<file path="src/deq_pkg.sv">
package deq_pkg;

  // Default sizing of the ring
  localparam int DEQ_DEPTH      = 1024;
  localparam int DEQ_DATA_WIDTH = 32;

  // Fixed port widths
  localparam int MODE_W   = 3;
  localparam int FIELD_W  = 32;
  localparam int STATUS_W = 2;
  localparam int COUNT_W  = 11;

  typedef enum logic [MODE_W-1:0] {
    OP_PUSH_FRONT = 3'd0,
    OP_PUSH_BACK  = 3'd1,
    OP_POP_FRONT  = 3'd2,
    OP_POP_BACK   = 3'd3,
    OP_STATUS     = 3'd4
  } op_t;

  typedef enum logic [STATUS_W-1:0] {
    ST_OK    = 2'd0,
    ST_EMPTY = 2'd1,
    ST_FULL  = 2'd2
  } deq_status_t;

  typedef enum logic [1:0] {
    S_IDLE,
    S_EXEC,
    S_FETCH
  } deq_state_t;

  // Controller to datapath
  typedef struct packed {
    logic capture;
    logic execute;
    logic ins_front;
    logic ins_back;
    logic rem_front;
    logic rem_back;
    logic flag_full;
    logic flag_empty;
    logic finish;
  } deq_cmd_t;

  // Datapath to controller
  typedef struct packed {
    op_t  op;
    logic full;
    logic empty;
  } deq_stat_t;

endpackage

</file>
<file path="src/deq_ctrl.sv">
module deq_ctrl (
  input  logic               clk,
  input  logic               rst_n,
  input  logic               start,
  input  deq_pkg::deq_stat_t stat,
  output deq_pkg::deq_cmd_t  cmd,
  output logic               busy
);

  import deq_pkg::*;

  deq_state_t state_r, state_nxt;

  always_ff @(posedge clk) begin
    if (!rst_n) begin
      state_r <= S_IDLE;
    end else begin
      state_r <= state_nxt;
    end
  end

  always_comb begin
    state_nxt = state_r;
    unique case (state_r)
      S_IDLE:  if (start) state_nxt = S_EXEC;
      S_EXEC:  state_nxt = S_FETCH;
      S_FETCH: state_nxt = S_IDLE;
      default: state_nxt = S_IDLE;
    endcase
  end

  always_comb begin
    cmd  = '0;
    busy = 1'b0;
    unique case (state_r)
      S_IDLE: begin
        cmd.capture = start;
      end
      S_EXEC: begin
        busy        = 1'b1;
        cmd.execute = 1'b1;
        unique case (stat.op)
          OP_PUSH_FRONT: begin
            if (stat.full) cmd.flag_full = 1'b1;
            else           cmd.ins_front = 1'b1;
          end
          OP_PUSH_BACK: begin
            if (stat.full) cmd.flag_full = 1'b1;
            else           cmd.ins_back = 1'b1;
          end
          OP_POP_FRONT: begin
            if (stat.empty) cmd.flag_empty = 1'b1;
            else            cmd.rem_front = 1'b1;
          end
          OP_POP_BACK: begin
            if (stat.empty) cmd.flag_empty = 1'b1;
            else            cmd.rem_back = 1'b1;
          end
          default: ;  // status only, unused codes too
        endcase
      end
      S_FETCH: begin
        busy       = 1'b1;
        cmd.finish = 1'b1;
      end
      default: ;
    endcase
  end

endmodule

</file>
<file path="config.mk">
export PLATFORM = sky130hd
export DESIGN_NAME = deq_ctrl
export DESIGN_NICKNAME = d
export VERILOG_FILES = /design/src/deq_pkg.sv /design/src/deq_ctrl.sv
export SDC_FILE = /design/constraint.sdc
export NUM_CORES = 1
export LEC_CHECK = 0
export ABC_AREA = 1
export ABC_CLOCK_PERIOD_IN_PS = 2600
export BUFFER_PORTS_ARGS = -buffer_cell sky130_fd_sc_hd__buf_2
export CORE_AREA = 2 2 39 41
export CTS_CLUSTER_SIZE = 8
export DETAILED_ROUTE_END_ITERATION = 8
export DIE_AREA = 0 0 41 43
export GPL_ROUTABILITY_DRIVEN = 0
export SKIP_CTS_REPAIR_TIMING = 1
export SLEW_MARGIN = 20
export SYNTH_ARGS = -nofsm -noshare
export SYNTH_HDL_FRONTEND = slang
export SYNTH_SLANG_ARGS = --single-unit
</file>
<file path="constraint.sdc">
create_clock -name clk -period 2.6 [get_ports clk]
set_clock_uncertainty 0.1 [all_clocks]
set_input_delay 0.26 -clock clk [delete_from_list [all_inputs] [get_ports clk]]
set_output_delay 0.26 -clock clk [all_outputs]
set_load 0.05 [all_outputs]
</file>
==> flow_metrics.tcl, run 1 <==
set metrics [dict create \
    use_met1 0.0958 \
    worstPathArrival_ns 1.41 \
    cp.required_ns 2.24 \
    antenna_cells 0 \
    slew_headroom 0.831 \
    final_nets 70 \
    synth-seq-area-share 0.165 \
    netlist_top_cells_area "ha_1 21%, dfxtp_1 16%, inv_1 14%" \
    drv_cap 0 \
    grt-ovfl-total 0 \
    peakVddDrop_mv 0.272 \
    crit_path_end_kind "output port" \
    hold_viol 0 \
    root_buffer "clkbuf_4" \
    synth.distinct_cells 12 \
    start_util 0.175 \
    fmax_ghz 0.564 \
    drt_iter0_drc 2 \
    post-synth-top-count-cell "inv_1" \
    tightest_slew_ns 0.255 \
    startpoint_type "register" \
    vias 270 \
    netlist_instances 37 \
    status "complete, no violations" \
    p_leak_uw 0.000220 \
    worstHoldPathType "input port to register" \
    drive_gt1_frac 0.464 \
    firstDrtPassIters 4 \
    synth-async-reset-ratio 0 \
    clockBufferDepth 2 \
    cts.clk_slew.worst_paths_ns 0.03 \
    reg.largest.list "state_r x2" \
    rows 14 \
    die_w_microns 41 \
    cts_buffers 3 \
    routed_wl_microns 596 \
    synth_top_area_cell "ha_1" \
    synth_nets 49 \
    grtUsageMet2 0.131 \
    ant_nets 0 \
    cts-htree-levels 1 \
    cts_num_sinks 2 \
    grt_pass1_wl_mm 1.01 \
    yosys_most_used_dff "dfxtp_1" \
    synth_common_cells "9 x inv_1, 6 x nand2_1, 4 x ha_1, 4 x nor2_1" \
    wl_per_cell_microns 8.28 \
    clock_latency_ns 0.22 \
    io_buffers 17 \
    yosys_register_bits 2 \
    cp_max_fo 5 \
    ios 18 \
    die-area_sq_um 1760 \
    cts_tree "built" \
    core_sq_um 1380 \
    largest_reg_flops 2 \
    synth.top_cell.area_share 0.206 \
    vias_per_cell 3.75 \
    finalSetupViolCount 0 \
    antenna_found_initial 0 \
    synth_edf_count 0 \
    areaGrowthSynthToFinish_pct 49.5 \
    grt_util_all_layers 0.0872 \
    syn-cell-area_sq_um 243 \
    grt_start_max_net_pins 6 \
    fin_tns_setup_ns 0 \
    drc_errors 0 \
    rsz0062_at_grt "no" \
    largest_register "state_r" \
    power_density_nw_per_um2 685 \
    slew_violations 0 \
    period_minus_slack_ns 1.77 \
    ys_warn_count 0 \
    grt_util_met3 0.0314 \
    fp.dieH_microns 43 \
    grt_busiest_layer "met2" \
    fin_crit_sh 0.682 \
    critical_path_class "register to output port" \
    fin_util 0.262 \
    grt_pass1_vias 267 \
    avgSynthCellArea_sq_um 6.56 \
    hpwl_microns 516 \
]
-- placed cells by master (no fill, tap or decap) --
cell | synthesis | final
buf_2 | 0 | 17
inv_1 | 9 | 9
nand2_1 | 6 | 6
nor2_1 | 4 | 4
ha_1 | 4 | 4
nor3_2 | 3 | 3
nor3_1 | 3 | 3
clkbuf_4 | 0 | 3
nand3_1 | 2 | 2
dfxtp_1 | 2 | 2
or2_4 | 1 | 1
inv_2 | 1 | 1
nor2_2 | 1 | 1
-- logic make-up (layout without fill, tap and decap cells) --
kind of cell / count (synthesis) / in the layout / share of synthesized area
flip-flops: 2 / 2 / 0.165
buffers and inverters: 11 / 30 / 0.186
AND/OR/NAND/NOR: 20 / 20 / 0.443
adder cells (fa/ha/maj): 4 / 4 / 0.206
-- layer usage --
layer / share of wire / wire (microns)
met2: 0.47 / 282
met5: 0 / 0
met4: 0 / 0
met3: 0.079 / 47
met1: 0.45 / 266
-- layout make-up --
type                    count  area [sq um]
clock buffers               3          22.5
fillers                   155          1020
inverters                  10          37.5
multi-input cells          24           158
flip-flops and latches      2          40.0
well taps                  16          20.0
repair buffers             17          85.1
-- final timing paths --
kind	from	to	slack (ns)	depth (start not counted)
max	state_r[1]	cmd[1]	0.83	5
min	rst_n	state_r[0]	0.17	3
max reg2reg	state_r[0]	state_r[1]	1.47	6
min reg2reg	state_r[1]	state_r[1]	0.53	4
-- power breakdown --
part	leakage [uW]	internal, uW	switching [uW]	total [uW]
Clock	0.0000138	50.9	16.7	67.5
Sequential	0.0000166	36.8	2.87	39.7
Combinational	0.000189	36.2	105	141
Total	0.000220	124	125	249
-- per-stage QoR --
step / instances / instance area [sq um] / hold WS (ns) / worst slack (ns) / power, uW
6_report: 72 / 363 / 0.174 / 0.828 / 249
5_1_grt: 72 / 363 / 0.199 / 0.629 / 272
4_1_cts: 72 / 363 / 0.169 / 0.793 / 256
3_5_place_dp: 69 / 340 / 0.407 / 1.04 / 183
3_3_place_gp: 69 / 340 / 0.400 / 1.08 / 180
2_1_floorplan: 37 / 243 / 0.281 / 0.465 / 159
-- worst max-delay path, cell delays in order (launching register included) --
cell and delay, ns:
dfxtp_1 0.30, inv_1 0.11, ha_1 0.24, inv_1 0.08, nor3_1 0.18, buf_2 0.29
No activity file was read; power rests on OpenSTA's default activity.
==> run 2, diff against run 1 <==
--- a/config.mk
+++ b/config.mk
@@ -5,8 +5,8 @@
 export SDC_FILE = /design/constraint.sdc
 export NUM_CORES = 1
 export LEC_CHECK = 0
-export ABC_AREA = 1
-export ABC_CLOCK_PERIOD_IN_PS = 2600
+export ABC_AREA = 0
+export ABC_CLOCK_PERIOD_IN_PS = 1500
 export BUFFER_PORTS_ARGS = -buffer_cell sky130_fd_sc_hd__buf_2
 export CORE_AREA = 2 2 39 41
 export CTS_CLUSTER_SIZE = 8
==> constraint.sdc (replaced) <==
create_clock -name clk -period 1.5 [get_ports clk]
set_clock_uncertainty 0.1 [all_clocks]
set_input_delay 0.15 -clock clk [delete_from_list [all_inputs] [get_ports clk]]
set_output_delay 0.15 -clock clk [all_outputs]
set_load 0.05 [all_outputs]
==> run 2 against run 1 <==
  * The run now ends with negative setup slack left
  * Flip-flop and latch count unchanged
  * Setup slack worse by 0.93 ns
  * Utilization is 8.2 points higher
  * Critical path type unchanged
  * Largest power group unchanged
  * Highest routed layer unchanged
==> flow_metrics.tcl, run 2 <==
set metrics [dict create \
    grt_pass1_vias 196 \
    worst-r2r-setup-slack_ns 0.23 \
    grt_pass1_wl_microns 759 \
    synth.top_cell.area_share 0.206 \
    synth.distinct_cells 14 \
    final_common_cell "buf_2" \
    yosys_register_bits 2 \
    clock_latency_ns 0.22 \
    pre_cts_slack_ns 0.0405 \
    firstDrtPassIters 2 \
    drv_cap 0 \
    worstHoldPathType "input port to register" \
    areaGrowthSynthToFinish_pct 96.4 \
    largest_reg_flops 2 \
    vias_per_cell 3.94 \
    drive_gt1_frac 0.723 \
    crit_path_end_kind "output port" \
    cp.required_ns 1.25 \
    drc_errors 0 \
    cts_buffers 3 \
    tightest_slew_ns 0.242 \
    drt_iter0_drc 2 \
    reg.largest.list "state_r x2" \
    fmax_ghz 0.626 \
    cts.clk_slew.worst_paths_ns 0.03 \
    final_cell_mix "10 x buf_2, 5 x nand2_1, 5 x buf_6, 5 x buf_4" \
    post-synth-top-count-cell "nand2_1" \
    hold_viol 0 \
    ios 18 \
    core_sq_um 1380 \
    grt_start_max_net_pins 7 \
    antenna_cells 0 \
    fp.dieH_microns 43 \
    status "complete, but fails checks" \
    finalSetupViolCount 3 \
    die_w_microns 41 \
    largest_register "state_r" \
    netlist_top_cells_area "ha_1 21%, dfxtp_1 16%, nor4b_2 12%" \
    vias 248 \
    crit_chain "inv_2, ha_4, nand2b_4, nor4bb_4, buf_6" \
    yosys_most_used_dff "dfxtp_1" \
    antenna_found_initial 0 \
    grt_util_all_layers 0.0671 \
    regArea_sq_um 42.5 \
    root_buffer "clkbuf_4" \
    critical_path_class "register to output port" \
    routed_wl_microns 577 \
    peakVddDrop_mv 0.324 \
    period_minus_slack_ns 1.60 \
    cts-htree-levels 1 \
    cts_num_sinks 2 \
    total_power_uw 561 \
    power_density_nw_per_um2 1180 \
    violations "negative setup slack" \
    slew_violations 0 \
    cp_max_fo 6 \
    rsz0062_at_grt "yes" \
    netlist_instances 25 \
    ant_nets 0 \
    startpoint_type "register" \
    final_nets 61 \
    slowest_delay_ns 0.31 \
    avgSynthCellArea_sq_um 9.71 \
    die-area_sq_um 1760 \
    start_util 0.175 \
    slew_headroom 0.838 \
    clockBufferDepth 2 \
    synth_top_area_cell "ha_1" \
    cts_tree "built" \
    fin_tns_setup_ns -0.195 \
    synth_edf_count 0 \
    worstPathArrival_ns 1.35 \
    crit_slowest_cell "dfxtp_2" \
    grt-ovfl-total 0 \
    synth_common_cells "5 x nand2_1, 4 x ha_1" \
    rows 14 \
    wl_per_cell_microns 9.16 \
    cp_num_buf_inv 2 \
    hpwl_microns 448 \
    fin_ws_ns -0.0977 \
    io_buffers 17 \
    p_leak_uw 0.000230 \
    synth_nets 37 \
    multiInputGateArea_sq_um 240 \
    critPathTopFamily "simple AND/OR/NAND/NOR gates" \
    fin_crit_sh 1.07 \
    num-fill-cells 142 \
    syn-cell-area_sq_um 243 \
    synth-async-reset-ratio 0 \
    ys_warn_count 0 \
    synth-seq-area-share 0.165 \
]
run 2: cell types whose count changed in the layout (fill, tap and decap cells not counted), moves of 2 or more:
cell	change
dfxtp_1	-2
nor4b_4	+2
inv_1	-8
nor3_1	-3
nor2_1	-4
dfxtp_2	+2
buf_4	+5
nand3_1	-2
nor3_2	-3
buf_2	-7
buf_6	+5
mux2i_1	+2
run 2: tightest hold or removal path: stages:
cell and delay (ns):
buf_2 0.12, nand2_1 0.06, mux2i_1 0.06
run 2: final timing paths:
path,end,cells after the start,from
min reg2reg,state_r[0],2,state_r[0]
max,cmd[3],5,state_r[1]
max reg2reg,state_r[1],5,state_r[1]
min,state_r[0],3,rst_n
run 2: per-layer routing:
metal	wire length [microns]	vias to the layer above	GRT usage
li1	-	131	-
met5	0	-	0
met4	0	0	0.0600
met3	28	0	0.0314
met2	314	6	0.0813
met1	234	111	0.0828
run 2: final cells by class:
type	count	share of cell area
inverters	2	0.0157
clock buffers	3	0.0472
flip-flops and latches	2	0.0892
repair buffers	20	0.302
well taps	16	0.0420
multi-input cells	20	0.504
run 2: per-stage QoR:
step                      utilization  cell area, sq um  instances  hold slack (ns)
after floorplan                     -               298         25            0.188
after global placement          0.291               403         58            0.345
after detailed placement        0.291               403         58            0.350
after CTS                       0.307               425         61            0.113
after global routing            0.344               477         63            0.130
final                           0.344               477         63            0.117
run 2: cell families after synthesis:
group         synth area share
fa+ha+maj                0.206
buf+inv                 0.0619
flops                    0.165
mux                     0.0825
simple gates             0.485
run 2: power breakdown:
part,switching (uW),internal [uW]
Clock,29.0,88.2
Combinational,234,126
Sequential,13.9,70.0
==> run 3, diff against run 2 <==
--- a/config.mk
+++ b/config.mk
@@ -6,7 +6,7 @@
 export NUM_CORES = 1
 export LEC_CHECK = 0
 export ABC_AREA = 0
-export ABC_CLOCK_PERIOD_IN_PS = 1500
+export ABC_CLOCK_PERIOD_IN_PS = 1450
 export BUFFER_PORTS_ARGS = -buffer_cell sky130_fd_sc_hd__buf_2
 export CORE_AREA = 2 2 39 41
 export CTS_CLUSTER_SIZE = 8
==> constraint.sdc (replaced) <==
create_clock -name clk -period 1.45 [get_ports clk]
set_clock_uncertainty 0.1 [all_clocks]
set_input_delay 0.145 -clock clk [delete_from_list [all_inputs] [get_ports clk]]
set_output_delay 0.145 -clock clk [all_outputs]
set_load 0.05 [all_outputs]
==> run 3 against run 2 <==
  * The flow still finishes with violations (negative setup slack)
  * Critical path depth is the same
  * Non-clock buffer count grew 1
  * Clock-buffer cell count is the same
  * Utilization grew 4.8 points
  * Wire length grew 20%
  * Critical path type unchanged
  * Critical endpoint unchanged
  * Highest routed layer unchanged
==> flow_metrics.tcl, run 3 (same netlist as run 2, synthesis figures left out) <==
set metrics [dict create \
    sw_frac_of_total 0.465 \
    cp-startpoint "state_r[1]" \
    cp.required_ns 1.21 \
    peakVddDrop_mv 0.504 \
    finalSetupViolCount 8 \
    num-fill-cells 131 \
    cts.clk_slew.worst_paths_ns 0.03 \
    p_leak_uw 0.000252 \
    antenna_found_initial 0 \
    hold_viol 0 \
    crit_path_end "cmd[3]" \
    rsz0062_at_grt "yes" \
    die_w_microns 41 \
    cts_buffers 3 \
    fin_hold_ws_ns 0.121 \
    clock_latency_ns 0.22 \
    p_int_uw 359 \
    root_buffer "clkbuf_4" \
    combPwrFrac 0.695 \
    clockBufferDepth 2 \
    die-area_sq_um 1760 \
    grt_pass1_vias 207 \
    grt-ovfl-total 0 \
    final_cell_mix "9 x buf_2, 7 x buf_6, 5 x nand2_1" \
    power_switching_uw 312 \
    vias 250 \
    fin_crit_sh 1.11 \
    route.top_layer_used "met3" \
    ant_nets 0 \
    firstDrtPassIters 2 \
    cts_num_sinks 2 \
    areaGrowthSynthToFinish_pct 124 \
    power_density_nw_per_um2 1240 \
    cp_max_fo 6 \
    final_nets 62 \
    routed-wl-met3_microns 35 \
    seqPwrFrac 0.128 \
    crit_path_end_kind "output port" \
    regToRegStartpoint "state_r[1]" \
    crit_chain "inv_2, ha_4, nand2b_4, nor4bb_4, buf_6" \
    slowest_delay_ns 0.31 \
    vias_per_cell 3.91 \
    violations "negative setup slack" \
    fp.dieH_microns 43 \
    largest_register "state_r" \
    grt_util_all_layers 0.0681 \
    slew_violations 0 \
    final_common_cell "buf_2" \
    total_power_uw 672 \
    r2r_cells 6 \
    drv_cap 0 \
    rows 14 \
    tightest_slew_ns 0.263 \
    worst-r2r-setup-slack_ns 0.12 \
    worstPathArrival_ns 1.36 \
    hpwl_microns 454 \
    drc_errors 0 \
    cts_tree "built" \
    critical_path_class "register to output port" \
    dr_wl_met2_microns 402 \
    worstHoldPathType "input port to register" \
    drive_gt1_frac 0.771 \
    fin_util 0.392 \
    reg2reg_to "state_r[1]" \
    slew_headroom 0.826 \
    p_clk_frac 0.177 \
    cts-htree-levels 1 \
    grt_start_max_net_pins 7 \
    fin_tns_setup_ns -0.494 \
    wl_met1_microns 253 \
    status "complete, but fails checks" \
    crit_slowest_cell "dfxtp_2" \
    grt_pass1_wl_microns 745 \
    largest_reg_flops 2 \
    period_minus_slack_ns 1.61 \
    startpoint_type "register" \
    antenna_cells 0 \
    routed_wl_microns 691 \
    wl_per_cell_microns 10.8 \
    fmax_ghz 0.623 \
    start_util 0.175 \
    stdcell_area_sq_um 543 \
    fin_ws_ns -0.155 \
    core_sq_um 1380 \
    reg.largest.list "state_r x2" \
    io_buffers 17 \
    place_area_sq_um 415 \
    drt_iter0_drc 3 \
    ios 18 \
]
[run 3: worst max-delay path, delay by kind of cell (launching register included)]
family        cells  cell delay (ns)
fa+ha+maj         1             0.15
buf+inv           2             0.26
flops             1             0.31
simple gates      2             0.42
[run 3: how the worst min path moves through the flow]
stage,start,endpoint,slack (ns),depth (start not counted)
floorplan,rst_n,state_r[0],0.18,2
global placement,rst_n,state_r[0],0.34,3
detailed placement,rst_n,state_r[0],0.35,3
CTS,rst_n,state_r[0],0.12,3
global route,rst_n,state_r[0],0.11,3
finish,rst_n,state_r[0],0.12,3
[run 3: area by class of cell]
cell class / count / area [sq um] / share of cell area
Tap cell: 16 / 20.0 / 0.0369
Clock buffer: 3 / 22.5 / 0.0415
Multi-Input combinational cell: 20 / 267 / 0.491
Timing Repair Buffer: 21 / 184 / 0.339
Inverter: 2 / 7.51 / 0.0138
Sequential cell: 2 / 42.5 / 0.0783
[run 3: metal layers]
layer | vias to the layer above | track usage
met5 | - | 0
met4 | 0 | 0.0800
met3 | 0 | 0.0314
met2 | 6 | 0.0750
met1 | 111 | 0.0831
li1 | 133 | -
[run 3: power groups by stage]
| stage | Sequential (uW) | Clock, uW | Combinational [uW] |
|---|---|---|---|
| after floorplan | 85.0 | 0 | 288 |
| after global placement | 85.4 | 0 | 347 |
| after detailed placement | 85.5 | 0 | 350 |
| after CTS | 84.8 | 127 | 352 |
| after global routing | 88.5 | 138 | 491 |
| final | 86.1 | 119 | 467 |
[run 3: through the flow]
stage	setup WS, ns	instances
after floorplan	-0.121	25
after global placement	0.0311	59
after detailed placement	0.0230	59
after CTS	-0.215	62
after global routing	-0.261	64
final	-0.155	64
